**src/rtl/amfl_queue.sv**
```systemverilog
// Two-entry first-in first-out queue in flip-flops.
module amfl_queue #(
    parameter int WIDTH = 34
) (
    input  logic             i_clk,
    input  logic             i_rst_n,
    input  logic             i_wr_valid,
    output logic             o_wr_ready,
    input  logic [WIDTH-1:0] i_wr_data,
    output logic             o_rd_valid,
    input  logic             i_rd_ready,
    output logic [WIDTH-1:0] o_rd_data
);

    logic [WIDTH-1:0] r_mem [2];
    logic             r_wr_ptr;
    logic             r_rd_ptr;
    logic [1:0]       r_count;
    logic             wr_en;
    logic             rd_en;

    assign o_wr_ready = (r_count != 2'd2);
    assign o_rd_valid = (r_count != 2'd0);
    assign o_rd_data  = r_mem[r_rd_ptr];
    assign wr_en      = i_wr_valid && o_wr_ready;
    assign rd_en      = i_rd_ready && o_rd_valid;

    // Pointers and fill count.
    always_ff @(posedge i_clk) begin
        if (!i_rst_n) begin
            r_wr_ptr <= 1'b0;
            r_rd_ptr <= 1'b0;
            r_count  <= 2'd0;
        end else begin
            if (wr_en) begin
                r_wr_ptr <= ~r_wr_ptr;
            end
            if (rd_en) begin
                r_rd_ptr <= ~r_rd_ptr;
            end
            case ({wr_en, rd_en})
                2'b10:   r_count <= r_count + 2'd1;
                2'b01:   r_count <= r_count - 2'd1;
                default: r_count <= r_count;
            endcase
        end
    end

    // Entry storage.
    always_ff @(posedge i_clk) begin
        if (wr_en) begin
            r_mem[r_wr_ptr] <= i_wr_data;
        end
    end

endmodule

```
**config.mk**
```make
export PLATFORM = sky130hd
export DESIGN_NAME = amfl_queue
export DESIGN_NICKNAME = d
export VERILOG_FILES = /design/src/rtl/amfl_queue.sv
export SDC_FILE = /design/constraint.sdc
export NUM_CORES = 1
export LEC_CHECK = 0
export BUFFER_PORTS_ARGS = -buffer_cell sky130_fd_sc_hd__buf_2
export CAP_MARGIN = 20
export CORE_AREA = 2 2 71 73
export CTS_BUF_LIST = sky130_fd_sc_hd__clkbuf_8
export DETAILED_ROUTE_END_ITERATION = 10
export DIE_AREA = 0 0 73 75
export PLACE_DENSITY = 0.86
export SKIP_CTS_REPAIR_TIMING = 1
export SYNTH_ARGS = -nofsm -noshare
export SYNTH_HDL_FRONTEND = slang
export SYNTH_SLANG_ARGS = --single-unit
export TNS_END_PERCENT = 100
```
**constraint.sdc**
```tcl
create_clock -name i_clk -period 3.2 [get_ports i_clk]
set_clock_uncertainty 0.15 [all_clocks]
set_input_delay 0.32 -clock i_clk [delete_from_list [all_inputs] [get_ports i_clk]]
set_output_delay 0.32 -clock i_clk [all_outputs]
set_load 0.01 [all_outputs]
```
==> metrics.yaml <==
overflow: 0
cpLargestDelayFamily: "flip-flops"
syn2layout_area_growth_pct: 23.9
drtAntennaViolNets: 0
nNetsFinal: 253
place_area_um2: 3140
grt_usage: 0.165
fin_crit_ps: 2310
criticalPathCategory: "reg -> out"
crit_buf_inv: 2
reg2reg_to: "r_mem[0][1]"
cts-root-buf: "clkbuf_8"
cp-start-kind: "register"
cts_tree: "yes"
ys_seq_area_frac: 0.799
clk_path_buf_depth: 2
netlist_top_cells_area: "edfxtp_1 76%, mux2_2 14%, dfxtp_1 3.7%"
cts_buffers: 9
grt_pass1_vias: 1332
tightest_slew_ps: 680
grt_antenna_before_repair: 0
dieArea_um2: 5480
cts_num_sinks: 73
dr_wl_met2_um: 1990
regToRegSetupSlack_ps: 1430
routed-via-count: 1376
vias_per_cell: 5.04
crit_path_end_kind: "output port"
ir_worst_vdd_uv: 647
place_congestion: 0.712
hold_viol: 0
clk_latency_ps: 330
post-route-drc-count: 0
power_density_nw_per_um2: 794
fillCellCount: 302
placementRows: 25
wire_per_inst_um: 15.4
fin_area_um2: 3320
wl_um: 4190
synth-seq-cells: 73
fin_util: 0.712
setup_viol: 0
cap_violations: 0
drtIter0Drc: 61
max_stage_delay_ps: 760
m1WireLength_um: 1890
hold_ws_ps: 21.6
holdCritStartpoint: "i_wr_data[31]"
htree_levels: 3
start_util: 0.575
cp_max_fo: 20
synth.top_cell.area_share: 0.762
max_freq_mhz: 433
antennaDiodeCount: 0
drt_first_pass_iters: 4
grt_first_pass_wirelength_um: 6290
p_leak_nw: 1.26
reg2reg_depth: 4
crit_required_ps: 2730
fin_setup_tns_ps: 0
die_y_um: 75
slew_violations: 0
synth_area_per_cell_um2: 20.6
synth_nets: 169
slew_headroom: 0.546
top_layer: "met4"
wl_met3_um: 217
yosysTopAreaCell: "edfxtp_1"
period_share: 0.721
cp.arrival_ps: 1840
final_cell_mix: "73 x buf_2, 68 x edfxtp_1, 34 x mux2_2"
min_path_cells: 1
clk_pin_slew_ps: 70
grt_start_max_net_pins: 35
status: "finished, final reports clean"
netlist_area_um2: 2680
hpwl_um: 2830
whs_endpoint: "r_mem[0][31]"
num_io_pins: 74
r2r-start: "r_count[0]"
worst_path_max_delay_cell: "dfxtp_1"
die_width_um: 73
path_cells: "buf_12 -> mux2_2 -> buf_2"
min_path_type: "in -> reg"
numPortBuffers: 73
rsz0062_at_grt: "no"
yosysUniqueCellTypes: 20
final_common_cell: "buf_2"
ys_warn_count: 0
drive_gt1_frac: 0.584
netlist_instances: 130
coreArea_um2: 4660
==> synth_stat cells (all sizes together) <==
master  instances
or3             1
edfxtp         68
ha              1
a21boi          2
nand2           1
o21ai           1
buf             4
and2            1
inv             1
mux2           34
nor2b           2
nand2b          1
o21a            1
and3            1
nand3b          1
or2             1
a21bo           1
xnor2           3
dfxtp           5
==> cell type report <==
cell class / instances / area, um2 / area share
clock buffers: 9 / 124 / 0.0373
clock inverters: 7 / 61.3 / 0.0185
inverters: 1 / 3.75 / 0.00113
multi-input cells: 52 / 514 / 0.155
flip-flops and latches: 73 / 2140 / 0.645
well taps: 54 / 67.6 / 0.0203
repair buffers: 77 / 408 / 0.123
==> flip-flops by register name, summed over array words and instances (netlist names), named ones only <==
name / flops
r_mem: 68
r_wr_ptr: 1
r_rd_ptr: 1
r_count: 2
==> worst max-delay path by stage <==
stage                          start       endpoint  slack [ps]  cells after the start
after global routing        register  o_rd_data[10]         750                      3
after CTS                   register   o_rd_data[3]         830                      3
final                       register   o_rd_data[3]         890                      3
after floorplan           r_count[0]    r_mem[1][0]        1120                      2
after detailed placement    register   o_rd_data[3]        1200                      3
after global placement      register   o_rd_data[3]        1220                      3
==> metal layers <==
layer / global-route usage / up-vias
li1: - / 670
met1: 0.210 / 646
met2: 0.249 / 51
met3: 0.0455 / 9
met4: 0.111 / 0
met5: 0 / -
==> cell families after synthesis <==
family	after synthesis	synth area share
muxes	34	0.143
xor gates and xnor gates	3	0.00981
AOI/OAI and AO/OA	5	0.0140
adders and majority gates	1	0.00467
DFF	73	0.799
buffers and inverters	5	0.00887
and+or+nand+nor	9	0.0205
==> power by group <==
part,switching [mW],total [mW],leakage [nW],internal [mW]
Sequential,0.0696,1.28,0.677,1.21
Clock,0.311,0.662,0.0962,0.351
Combinational,0.335,0.696,0.490,0.361
==> per-stage QoR <==
step / instances / setup slack (ps) / power (mW)
after floorplan: 130 / 1120 / 1.73
after global placement: 257 / 1220 / 1.99
after detailed placement: 257 / 1200 / 2.01
after CTS: 273 / 827 / 2.67
after global routing: 273 / 752 / 2.78
final: 273 / 893 / 2.63
Power figures use the tool's default switching activity.
