**src/rtl/amfl_pkg.sv**
```systemverilog
// Package with the shared types and constants of the audio mix block.
package amfl_pkg;

    // Field and state widths.
    localparam int SAMPLE_W   = 16;
    localparam int GAIN_W     = 9;
    localparam int PROD_W     = SAMPLE_W + GAIN_W + 1;
    localparam int ACC_W      = 34;
    localparam int MIX_SHIFT  = 8;
    localparam int HIST_W     = ACC_W - MIX_SHIFT;
    localparam int SUM_W      = HIST_W + 2;
    localparam int ABS_W      = SUM_W - 1;
    localparam int INTEG_W    = 42;
    localparam int MODE_W     = 3;
    localparam int COEF_W     = 16;
    localparam int COEF_FRAC  = 16;
    localparam int CFG_IDX_W  = 2;
    localparam int CFG_DATA_W = 16;

    // Register indexes of the configuration port.
    typedef enum logic [CFG_IDX_W-1:0] {
        CFG_FILTER_MODE = 2'd0,
        CFG_HP_COEF     = 2'd1,
        CFG_EIGHT_BIT   = 2'd2,
        CFG_SOUND_EN    = 2'd3
    } t_cfg_idx;

    // Lowpass mode codes; the codes above MODE_TRI pass the value through.
    localparam logic [MODE_W-1:0] MODE_NONE = 3'd0;
    localparam logic [MODE_W-1:0] MODE_AVG2 = 3'd1;
    localparam logic [MODE_W-1:0] MODE_AVG3 = 3'd2;
    localparam logic [MODE_W-1:0] MODE_AVG4 = 3'd3;
    localparam logic [MODE_W-1:0] MODE_TRI  = 3'd4;

    localparam logic [COEF_W-1:0] COEF_RESET = 16'd373;

    // Divide by three: floor(2^28 / 3), then one correction step.
    localparam int                DIV3_SHIFT = 28;
    localparam logic [ABS_W-1:0]  DIV3_MULT  = 27'd89478485;
    localparam int                Q3_W       = 2 * ABS_W - DIV3_SHIFT;

    // Output limits and 8-bit offset.
    localparam logic signed [SAMPLE_W-1:0] SAT16_MAX   = 16'sh7FFF;
    localparam logic signed [SAMPLE_W-1:0] SAT16_MIN   = -16'sh8000;
    localparam logic [7:0]                 OUT8_OFFSET = 8'h80;
    localparam logic [SAMPLE_W-1:0]        SILENCE_8   = 16'd128;
    localparam logic [SAMPLE_W-1:0]        SILENCE_16  = 16'd0;

    // Integrator limits.
    localparam logic signed [INTEG_W-1:0] INTEG_MAX = {1'b0, {(INTEG_W-1){1'b1}}};
    localparam logic signed [INTEG_W-1:0] INTEG_MIN = {1'b1, {(INTEG_W-1){1'b0}}};

    // Configuration as seen by the filter back end.
    typedef struct packed {
        logic [MODE_W-1:0] mode;
        logic [COEF_W-1:0] coef;
        logic              eight_bit;
        logic              sound_en;
    } t_cfg;

    // Sequencer states of the filter back end.
    typedef enum logic [3:0] {
        ST_IDLE,
        ST_LP_SUM,
        ST_LP_MUL,
        ST_LP_DIV,
        ST_HP_DIFF,
        ST_HP_MUL,
        ST_HP_ACC,
        ST_HP_SAT,
        ST_EMIT
    } t_state;

endpackage

```
**src/rtl/amfl_mix_front.sv**
```systemverilog
// Front end: takes channel items, multiplies sample by gain and sums a mix.
module amfl_mix_front
    import amfl_pkg::*;
(
    input  logic                       i_clk,
    input  logic                       i_rst_n,
    input  logic                       i_push,
    output logic                       o_full,
    input  logic signed [SAMPLE_W-1:0] i_channel_sample,
    input  logic        [GAIN_W-1:0]   i_channel_gain,
    input  logic                       i_last_channel,
    output logic                       o_sum_valid,
    input  logic                       i_sum_ready,
    output logic        [ACC_W-1:0]    o_sum
);

    logic                     r_pv;
    logic                     r_plast;
    logic signed [PROD_W-1:0] r_prod;
    logic        [ACC_W-1:0]  r_acc;
    logic signed [PROD_W-1:0] prod;
    logic        [ACC_W-1:0]  acc_sum;
    logic                     adv;
    logic                     accept;

    // The product stage leaves when it is no last item or the queue has room.
    assign adv     = r_pv && (!r_plast || i_sum_ready);
    assign o_full  = r_pv && !adv;
    assign accept  = i_push && !o_full;
    assign prod    = i_channel_sample * $signed({1'b0, i_channel_gain});
    assign acc_sum = r_acc + ACC_W'(r_prod);

    assign o_sum_valid = r_pv && r_plast;
    assign o_sum       = acc_sum;

    // Stage valid and running sum; the sum restarts after each last item.
    always_ff @(posedge i_clk) begin
        if (!i_rst_n) begin
            r_pv  <= 1'b0;
            r_acc <= '0;
        end else begin
            r_pv <= accept || (r_pv && !adv);
            if (adv) begin
                r_acc <= r_plast ? '0 : acc_sum;
            end
        end
    end

    // Product register.
    always_ff @(posedge i_clk) begin
        if (accept) begin
            r_prod  <= prod;
            r_plast <= i_last_channel;
        end
    end

endmodule

```
**config.mk**
```make
export PLATFORM = sky130hd
export DESIGN_NAME = amfl_mix_front
export DESIGN_NICKNAME = d
export VERILOG_FILES = /design/src/rtl/amfl_pkg.sv /design/src/rtl/amfl_mix_front.sv
export SDC_FILE = /design/constraint.sdc
export NUM_CORES = 1
export LEC_CHECK = 0
export BUFFER_PORTS_ARGS = -buffer_cell sky130_fd_sc_hd__buf_2
export CAP_MARGIN = 40
export CORE_MARGIN = 10
export CORE_UTILIZATION = 28
export CTS_CLUSTER_SIZE = 30
export DETAILED_ROUTE_END_ITERATION = 12
export GPL_ROUTABILITY_DRIVEN = 0
export PLACE_DENSITY = 0.45
export RECOVER_POWER = 25
export SETUP_SLACK_MARGIN = 0.1
export SLEW_MARGIN = 20
export SYNTH_ARGS = -nofsm -noshare
export SYNTH_HDL_FRONTEND = slang
export SYNTH_SLANG_ARGS = --single-unit
```
**constraint.sdc**
```tcl
create_clock -name i_clk -period 19.45 [get_ports i_clk]
set_input_delay 3.89 -clock i_clk [delete_from_list [all_inputs] [get_ports i_clk]]
set_output_delay 3.89 -clock i_clk [all_outputs]
set_load 0.005 [all_outputs]
```
==> results of run 1 <==
## power groups by stage
| stage | Combinational [mW] | Sequential, mW | Clock (mW) |
|---|---|---|---|
| after floorplan | 0.855 | 0.230 | 0 |
| after global placement | 1.11 | 0.240 | 0 |
| after detailed placement | 1.11 | 0.239 | 0 |
| after CTS | 1.11 | 0.237 | 0.167 |
| after global routing | 1.27 | 0.241 | 0.172 |
| final | 1.09 | 0.237 | 0.162 |
## worst max path at each step
stage | from | to | slack, ns | cells after the start
3_5_place_dp | i_channel_gain[3] | r_prod[24]$_DFFE_PP_ | 10.11 | 20
6_report | i_channel_gain[3] | r_prod[24]$_DFFE_PP_ | 10.46 | 20
3_3_place_gp | i_channel_gain[6] | r_prod[24]$_DFFE_PP_ | 10.16 | 20
2_1_floorplan | i_channel_gain[6] | r_prod[24]$_DFFE_PP_ | 10.39 | 20
5_1_grt | i_channel_gain[3] | r_prod[24]$_DFFE_PP_ | 10.19 | 20
4_1_cts | i_channel_gain[3] | r_prod[24]$_DFFE_PP_ | 10.45 | 20
## stage by stage
step / hold slack (ns) / cells / area, µm² / setup slack, ns / util (%)
3_3_place_gp: 0.4576 / 1489 / 9932 / 10.16 / 30.68
3_5_place_dp: 0.4678 / 1490 / 9960 / 10.11 / 30.77
4_1_cts: 0.4760 / 1506 / 10260 / 10.45 / 31.69
2_1_floorplan: 0.4447 / 1014 / 9154 / 10.39 / -
6_report: 0.4789 / 1506 / 10250 / 10.46 / 31.67
5_1_grt: 0.4958 / 1506 / 10250 / 10.19 / 31.67
## layout by cell type, fill, tap and decap left out, types with 4 or more instances in the layout
cell         n
xor2_1      19
or3_1        6
clkbuf_1     4
a21o_1      33
dfxtp_1     35
nand3_1     17
a22oi_1     24
a32oi_1      4
ha_1        90
nor2_1      15
o211ai_1     4
fa_1       123
a31o_2       5
o21ai_0     19
nand2b_1     7
a31oi_1      8
xnor2_1     34
nor2b_1     34
nand2_1    110
buf_2       62
a21boi_0     5
a21oi_1     45
edfxtp_1    27
and3_1       8
clkbuf_16    9
o21bai_1     7
o21a_1       4
inv_1      167
nor3_1       7
and2_1      69
a211oi_1     5
## kinds of logic (layout without fill, tap and decap cells)
family | Yosys count | in the layout | synth area share, %
AO/OA/AOI/OAI | 185 | 185 | 13.74
buffers and inverters | 201 | 251 | 8.256
AND/OR/NAND/NOR | 298 | 298 | 17.00
adder cells (fa/ha/maj) | 213 | 213 | 39.20
XOR/XNOR | 53 | 53 | 5.071
flip-flops | 62 | 62 | 16.51
multiplexers | 2 | 2 | 0.2187
## state kept, by name, summed over array words and instances (netlist names)
register and cells:
r_acc 34, r_pv 1, r_prod 26, r_plast 1
## critical path, delay by kind of cell
family	cells	cell delay (ns)
AND/OR/NAND/NOR	2	0.26
AO/OA/AOI/OAI	7	1.46
adder cells (fa/ha/maj)	6	2.91
buffers and inverters	4	0.42
XOR/XNOR	1	0.10
## synthesized netlist by cell type (24+ instances only)
| cell type | n |
|---|---|
| inv_1 | 167 |
| a21o_1 | 33 |
| ha_1 | 90 |
| a21oi_1 | 45 |
| dfxtp_1 | 35 |
| nor2b_1 | 35 |
| nand2_1 | 110 |
| xnor2_1 | 34 |
| edfxtp_1 | 27 |
| and2_1 | 70 |
| clkbuf_1 | 33 |
| fa_1 | 123 |
| a22oi_1 | 24 |
## metal layers
| metal | vias up | track usage (%) |
|---|---|---|
| met1 | 3278 | 15.97 |
| met4 | 0 | 2.218 |
| met2 | 72 | 17.75 |
| met5 | - | 0 |
| met3 | 17 | 1.436 |
| li1 | 3413 | - |
## final cells by class
| cell class | instances | area share, % |
|---|---|---|
| well taps | 442 | 5.395 |
| flip-flops and latches | 62 | 14.74 |
| clock inverters | 7 | 0.7201 |
| inverters | 167 | 6.115 |
| clock buffers | 9 | 2.197 |
| multi-input cells | 751 | 67.31 |
| repair buffers | 68 | 3.515 |
==> out/qor.yml, run 1 <==
setup_path:
  slowest_delay_ns: 0.55
  crit_path_end_kind: "register"
  worstSetupStartpointType: "input pin"
  reg2reg_depth: 10
  path_class: "input pin to register"
  crit_fanout: 16
  cpMaxStageDelayCell: "fa_1"
  critPathRequiredTime_ns: 19.53
  path_cells: "buf_2, nand2_1, fa_1, inv_1, fa_1, fa_1, fa_1, inv_1, fa_1, inv_1, ha_1, a21o_1, a21o_1, a21oi_1, nand2b_1, o211ai_1, a31o_2, a211o_1, a41oi_1, xnor2_1"
  worstReg2RegStart: "r_prod[2]$_DFFE_PP_"
  crit_top_cell: "fa_1"
  reg2reg_to: "r_acc[33]$_SDFFE_PN0P_"
  crit_arrival_ns: 9.07
  reg2reg_slack_ns: 16.07
detailed_routing:
  routedWlPerCell_um: 14.58
  dr_wl_met2_um: 9557
  met3_wirelength_um: 564
  vias_per_cell: 4.502
  drcViolationCount: 0
  drtIter0Drc: 237
  highest_layer: "met4"
  postRouteAntennaNets: 0
  drt-total-wl_um: 21960
  first_pass_iters: 6
  vias: 6780
  wl_met1_um: 11640
sta:
  max_freq_ghz: 0.1112
  tns_ns: 0
  tightest_slew_ns: 1.660
  period_share_pct: 46.23
  final_max_slew_viol_count: 69
  relSlewSlack_pct: -10.69
  hold_viol: 0
  rsz0062_at_grt: "no"
  skew_ns: 0.007059
  fin_crit_ns: 8.992
  setup_viol_count_final: 0
yosys:
  ys_warn_count: 0
  syn_nets: 1257
  syn-cell-area_um2: 9154
  synth_area_leader_cell: "fa_1"
  synth_area_per_cell_um2: 9.027
  synth-edff-count: 27
  synth_cell_types: 59
  synth_seq_cells: 62
  ys.flop_type: "dfxtp_1"
  async_flop_share_pct: 0
  synth.top_cell.area_share_pct: 26.90
  synth_cells: 1014
  ys_seq_area_share_pct: 16.51
  synthTopCellsByArea: "fa_1 (27%), ha_1 (12%), edfxtp_1 (8.9%)"
global_routing:
  grt_util_all_layers_pct: 11.20
  grt_overflow_total: 0
  grt_max_degree: 41
  antenna_found_initial: 0
  grt_pass1_vias: 7309
  grt_pass1_wl_um: 37850
hold_path:
  holdCritPathClass: "register to register"
  min_from: "r_acc[2]$_SDFFE_PN0P_"
  whs_path_depth: 2
  hold_end: "r_acc[2]$_SDFFE_PN0P_"
pwr:
  p_seq_share_pct: 15.9
  p_leak_nw: 5.014
  combinationalPowerShare_pct: 73.2
  vdd_drop_max_uv: 62.82
  power_mw: 1.489
  switching_share_pct: 46.71
  power_density_nw_per_um2: 145.3
  p_sw_mw: 0.6957
  clockPowerShare_pct: 10.9
  p_int_mw: 0.7937
final_layout:
  fillers: 3517
  fin_nets: 1302
  antenna_cells: 0
  multi_input_area_um2: 6900
  ff_latch_area_um2: 1511
  synthToLayoutAreaGrowth_pct: 11.99
  layout-drive-gt1-share_pct: 8.929
status:
  violations: "capacitance limit, slew limit"
  status: "finished with violations"
floorplan:
  rows: 66
  initial_core_util_pct: 28.28
  die_h_um: 200.8
  io_pins: 66
  dieArea_um2: 40320
  die_width_um: 200.8
  core_um2: 32370
clock_tree:
  cts_root_buf: "clkbuf_16"
  clk_pin_slew_worst_paths_ns: 0.06
  cts_resized: 0
  cts_htree_levels: 3
  hold_buffers: 0
  cts_buffers: 9
  clock_latency_ns: 0.34
  cts.sinks: 62
  max-clock-path-buffers: 2
  cts_tree: "yes"
  post_cts_buffers: 0
run:
  cap_violations: 2
place:
  portBuffers: 65
  dpl.hpwl_um: 18360
(Power assumes the default switching activity.)
==> run 2: changes to the inputs <==
--- a/config.mk
+++ b/config.mk
@@ -12,7 +12,7 @@
 export CTS_CLUSTER_SIZE = 30
 export DETAILED_ROUTE_END_ITERATION = 12
 export GPL_ROUTABILITY_DRIVEN = 0
-export PLACE_DENSITY = 0.45
+export PLACE_DENSITY = 0.47
 export RECOVER_POWER = 25
 export SETUP_SLACK_MARGIN = 0.1
 export SLEW_MARGIN = 20
==> constraint.sdc (replaced) <==
create_clock -name i_clk -period 7.5 [get_ports i_clk]
set_input_delay 1.5 -clock i_clk [delete_from_list [all_inputs] [get_ports i_clk]]
set_output_delay 1.5 -clock i_clk [all_outputs]
set_load 0.005 [all_outputs]
==> run 2 against run 1 <==
First-iteration DRC count is 18% higher. Final area hardly changed. Count of clock-buffer cells in the layout is 1 higher. Via count is 0.21% lower. Routed wire length is 0.52% higher. Final cell count stayed put. Clock power grew to 2.6 times the previous value. The flow still finishes with violations (capacitance limit, slew limit). Register-to-register slack worse by 12 ns. Clock skew is 0.0016 ns lower. Flip-flop and latch count stayed put. Critical path type unchanged.
==> out/qor.yml, run 2 (synthesis gave the netlist of run 1 again) <==
status:
  status: "finished with violations"
  violations: "capacitance limit, slew limit"
sta:
  setup_ws_ns: 0.9229
  tightest_slew_ns: 1.643
  fin_crit_ns: 6.577
  hold_viol: 0
  rsz0062_at_grt: "no"
  tns_ns: 0
  skew_ns: 0.005412
  period_share_pct: 87.69
  relSlewSlack_pct: -9.524
  final_max_slew_viol_count: 69
  setup_viol_count_final: 0
  max_freq_ghz: 0.1520
  whs_ns: 0.4815
global_routing:
  antenna_found_initial: 0
  grt_overflow_total: 0
  grt_util_all_layers_pct: 11.22
  grt_max_degree: 41
  grt_pass1_vias: 7163
  grt_pass1_wl_um: 37580
final_layout:
  post-route-util_pct: 31.67
  final_cells: 1506
  multi_input_area_um2: 6900
  ff_latch_area_um2: 1511
  antenna_cells: 0
  fin_area_um2: 10250
  synthToLayoutAreaGrowth_pct: 12.00
  mostFrequentLayoutCell: "inv_1"
  max_flop_register: "r_acc"
  mostFrequentLayoutCells: "inv_1 (167), fa_1 (123), nand2_1 (110), ha_1 (90), and2_1 (69)"
  fillers: 3470
  top_regs: "r_acc: 34 flops, r_prod: 26 flops"
  fin_nets: 1302
  layout-drive-gt1-share_pct: 8.929
  largest_reg_flops: 34
detailed_routing:
  drtIter0Drc: 280
  vias_per_cell: 4.493
  drcViolationCount: 0
  routedWlPerCell_um: 14.66
  drt-total-wl_um: 22070
  first_pass_iters: 5
  postRouteAntennaNets: 0
  vias: 6766
pwr:
  p_leak_nw: 5.018
  vdd_drop_max_uv: 146.2
  power_mw: 3.866
  power_density_nw_per_um2: 377.1
place:
  dp_cells: 1489
  pre_cts_slack_ns: 0.5591
  portBuffers: 65
  placement.cell_area_um2: 9932
  dpl.hpwl_um: 18130
clock_tree:
  cts_root_buf: "clkbuf_16"
  clk_pin_slew_worst_paths_ns: 0.06
  cts_htree_levels: 3
  cts_resized: 0
  hold_buffers: 0
  max-clock-path-buffers: 2
  cts_buffers: 9
  cts.sinks: 62
  cts_tree: "yes"
  post_cts_buffers: 0
  clock_latency_ns: 0.33
floorplan:
  dieArea_um2: 40320
  core_um2: 32370
  rows: 66
  die_h_um: 200.8
  die_width_um: 200.8
  initial_core_util_pct: 28.28
  io_pins: 66
setup_path:
  crit_arrival_ns: 6.67
  worstSetupStartpointType: "input pin"
  critPathRequiredTime_ns: 7.59
  crit_fanout: 16
  path_class: "input pin to register"
  crit_path_end_kind: "register"
  reg2reg_slack_ns: 4.09
run:
  cap_violations: 2
hold_path:
  holdCritPathClass: "register to register"
## run 2: final timing paths
| check | from | endpoint | cells past startpoint |
|---|---|---|---|
| max | i_channel_gain[3] | r_prod[24]$_DFFE_PP_ | 20 |
| min | r_acc[0]$_SDFFE_PN0P_ | r_acc[0]$_SDFFE_PN0P_ | 2 |
| max reg2reg | r_prod[1]$_DFFE_PP_ | r_acc[33]$_SDFFE_PN0P_ | 10 |
| min reg2reg | r_acc[0]$_SDFFE_PN0P_ | r_acc[0]$_SDFFE_PN0P_ | 2 |
## run 2: critical path: stages
cell and delay [ns]:
buf_2 0.29, nand2_1 0.13, fa_1 0.54, inv_1 0.05
fa_1 0.52, fa_1 0.44, fa_1 0.54, inv_1 0.05
fa_1 0.53, inv_1 0.04, ha_1 0.34, a21o_1 0.17
a21o_1 0.16, a21oi_1 0.19, nand2b_1 0.13, o211ai_1 0.12
a31o_2 0.31, a211o_1 0.27, a41oi_1 0.25, xnor2_1 0.08
## run 2: final cells by class
class,instances,area share (%)
clock buffer,10,2.233
inverter,167,6.114
clock inverter,6,0.6956
sequential,62,14.74
multi-input combinational,751,67.31
tap,442,5.394
timing repair buffer,68,3.515
## run 2: routing by layer
| layer | wire length (µm) | global-route usage [%] | vias up | share of wire, % |
|---|---|---|---|---|
| li1 | - | - | 3418 | - |
| met2 | 9649 | 17.60 | 86 | 44 |
| met3 | 670 | 1.501 | 20 | 3.0 |
| met1 | 11530 | 16.10 | 3242 | 52 |
| met5 | 0 | 0 | - | 0 |
| met4 | 223 | 2.218 | 0 | 1.0 |
## run 2: report_power, final
part	total [mW]	switching, mW	internal, mW
clock	0.421	0.162	0.259
combinational	2.83	1.59	1.24
sequential	0.614	0.0514	0.563
==> run 3: changes to the inputs <==
--- a/config.mk
+++ b/config.mk
@@ -8,11 +8,11 @@
 export BUFFER_PORTS_ARGS = -buffer_cell sky130_fd_sc_hd__buf_2
 export CAP_MARGIN = 40
 export CORE_MARGIN = 10
-export CORE_UTILIZATION = 28
+export CORE_UTILIZATION = 57
 export CTS_CLUSTER_SIZE = 30
 export DETAILED_ROUTE_END_ITERATION = 12
 export GPL_ROUTABILITY_DRIVEN = 0
-export PLACE_DENSITY = 0.47
+export PLACE_DENSITY = 0.81
 export RECOVER_POWER = 25
 export SETUP_SLACK_MARGIN = 0.1
 export SLEW_MARGIN = 20
==> run 3 against run 2 <==
The flow finishes with violations (capacitance limit). Flip-flop and latch count is the same. Routed wire length shrank 11%. Sequential power is essentially flat. Total power shrank 0.42%. Global-route usage grew 7.4 points. Register-to-register slack gained 0.05 ns. Core utilization grew 31 points. Highest routed layer unchanged.
==> out/qor.yml, run 3 (synthesis gave the netlist of run 1 again) <==
status:
  status: "finished with violations"
  violations: "capacitance limit"
setup_path:
  reg2reg_depth: 10
  slowest_delay_ns: 0.58
  crit_fanout: 16
  crit_top_cell: "fa_1"
  worstReg2RegStart: "r_prod[2]$_DFFE_PP_"
  reg2reg_slack_ns: 4.14
  cp_num_buf_inv: 4
  path_class: "input pin to register"
  crit_path_start: "i_channel_gain[3]"
  crit_cells: 20
  crit_path_end_kind: "register"
  path_cells: "buf_2, nand2_1, fa_1, inv_1, fa_1, fa_1, fa_1, inv_1, fa_1, inv_1, ha_1, a21o_1, a21o_1, a21oi_1, nand2b_1, o211ai_1, a31o_2, a211o_1, a41oi_1, xnor2_1"
  crit_arrival_ns: 6.71
  critPathRequiredTime_ns: 7.58
  path_delay_family: "adder cells"
  reg2reg_to: "r_acc[33]$_SDFFE_PN0P_"
  cpMaxStageDelayCell: "fa_1"
  worstSetupStartpointType: "input pin"
sta:
  fin_crit_ns: 6.630
  setup_ws_ns: 0.8698
  final_max_slew_viol_count: 0
  relSlewSlack_pct: 0.1550
  hold_viol: 0
  tns_ns: 0
  setup_viol_count_final: 0
  max_freq_ghz: 0.1508
  period_share_pct: 88.40
  rsz0062_at_grt: "no"
  skew_ns: 0.006123
  tightest_slew_ns: 1.498
clock_tree:
  post_cts_buffers: 0
  hold_buffers: 0
  cts_root_buf: "clkbuf_16"
  clock_latency_ns: 0.33
  cts_resized: 0
  cts_htree_levels: 3
  clk_pin_slew_worst_paths_ns: 0.05
  max-clock-path-buffers: 2
  cts_tree: "yes"
  cts.sinks: 62
  cts_buffers: 9
pwr:
  power_mw: 3.849
  p_leak_nw: 5.016
  switching_share_pct: 46.07
  power_density_nw_per_um2: 387.0
  combinationalPowerShare_pct: 73.3
  p_seq_share_pct: 15.9
  clockPowerShare_pct: 10.8
  vdd_drop_max_uv: 189.0
  p_int_mw: 2.076
  p_sw_mw: 1.774
place:
  portBuffers: 65
  dpl.hpwl_um: 15970
  pre_cts_slack_ns: 0.5041
detailed_routing:
  routedWlPerCell_um: 15.33
  drcViolationCount: 0
  vias_per_cell: 5.476
  vias: 7009
  first_pass_iters: 4
  drtIter0Drc: 432
  postRouteAntennaNets: 0
  drt-total-wl_um: 19620
floorplan:
  die_h_um: 146.7
  core_um2: 15830
  die_width_um: 146.7
  initial_core_util_pct: 57.83
  io_pins: 66
  rows: 46
  dieArea_um2: 21530
hold_path:
  min_from: "r_acc[2]$_SDFFE_PN0P_"
  whs_path_depth: 2
  hold_end: "r_acc[2]$_SDFFE_PN0P_"
  holdCritPathClass: "register to register"
final_layout:
  fin_nets: 1302
  largest_reg_flops: 34
  post-route-util_pct: 62.84
  layout-drive-gt1-share_pct: 8.741
  mostFrequentLayoutCells: "inv_1 (167), fa_1 (123), nand2_1 (110), ha_1 (90), and2_1 (69)"
  synthToLayoutAreaGrowth_pct: 8.652
  ff_latch_area_um2: 1511
  mostFrequentLayoutCell: "inv_1"
  antenna_cells: 0
  fillers: 1309
  multi_input_area_um2: 6895
  top_regs: "r_acc: 34 flops, r_prod: 26 flops"
  max_flop_register: "r_acc"
global_routing:
  grt_pass1_wl_um: 33940
  grt_util_all_layers_pct: 18.58
  antenna_found_initial: 0
  grt_pass1_vias: 7310
  grt_overflow_total: 0
  grt_max_degree: 41
run:
  cap_violations: 1
## run 3: worst reg2reg max path: stages, from the launching register on
cell and delay, ns:
edfxtp_1 0.41, ha_1 0.38, o21ai_1 0.11, o21ai_1 0.12, or3b_1 0.44, o211a_1 0.27, or4_4 0.58, a211oi_4 0.28
or4_2 0.20, a31oi_1 0.07, or3b_1 0.37
## run 3: area by class of cell
type                    count  area share, %
multi-input cells         751          69.33
flip-flops and latches     62          15.20
inverters                 167          6.303
repair buffers             68          3.422
well taps                 216          2.717
clock buffers              12          2.579
clock inverters             4         0.4529
## run 3: how the worst max path moves through the flow
stage                                      end  slack [ns]
after floorplan           r_prod[24]$_DFFE_PP_        0.83
after global placement    r_prod[24]$_DFFE_PP_        0.70
after detailed placement  r_prod[24]$_DFFE_PP_        0.50
after CTS                 r_prod[24]$_DFFE_PP_        0.86
after global routing      r_prod[23]$_DFFE_PP_        0.65
final                     r_prod[24]$_DFFE_PP_        0.87
## run 3: power groups by stage
stage | combinational, mW | sequential, mW | clock (mW)
finish | 2.82 | 0.612 | 0.417
global route | 3.24 | 0.618 | 0.438
floorplan | 2.22 | 0.596 | 0
detailed placement | 2.83 | 0.614 | 0
global placement | 2.73 | 0.613 | 0
CTS | 2.85 | 0.609 | 0.422
## run 3: stage by stage
step	cell area (µm²)	cells	hold WS, ns
6_report	9946	1280	0.4791
5_1_grt	9946	1280	0.5228
4_1_cts	9953	1280	0.4802
3_5_place_dp	9652	1264	0.4660
3_3_place_gp	9652	1264	0.4560
2_1_floorplan	9154	1014	0.4447
## run 3: routing by layer
layer	share of wire, %	GRT usage, %	vias up
li1	-	-	3418
met1	46	23.62	3392
met2	47	32.02	180
met3	5.3	3.686	19
met4	1.1	3.904	0
met5	0	0	-
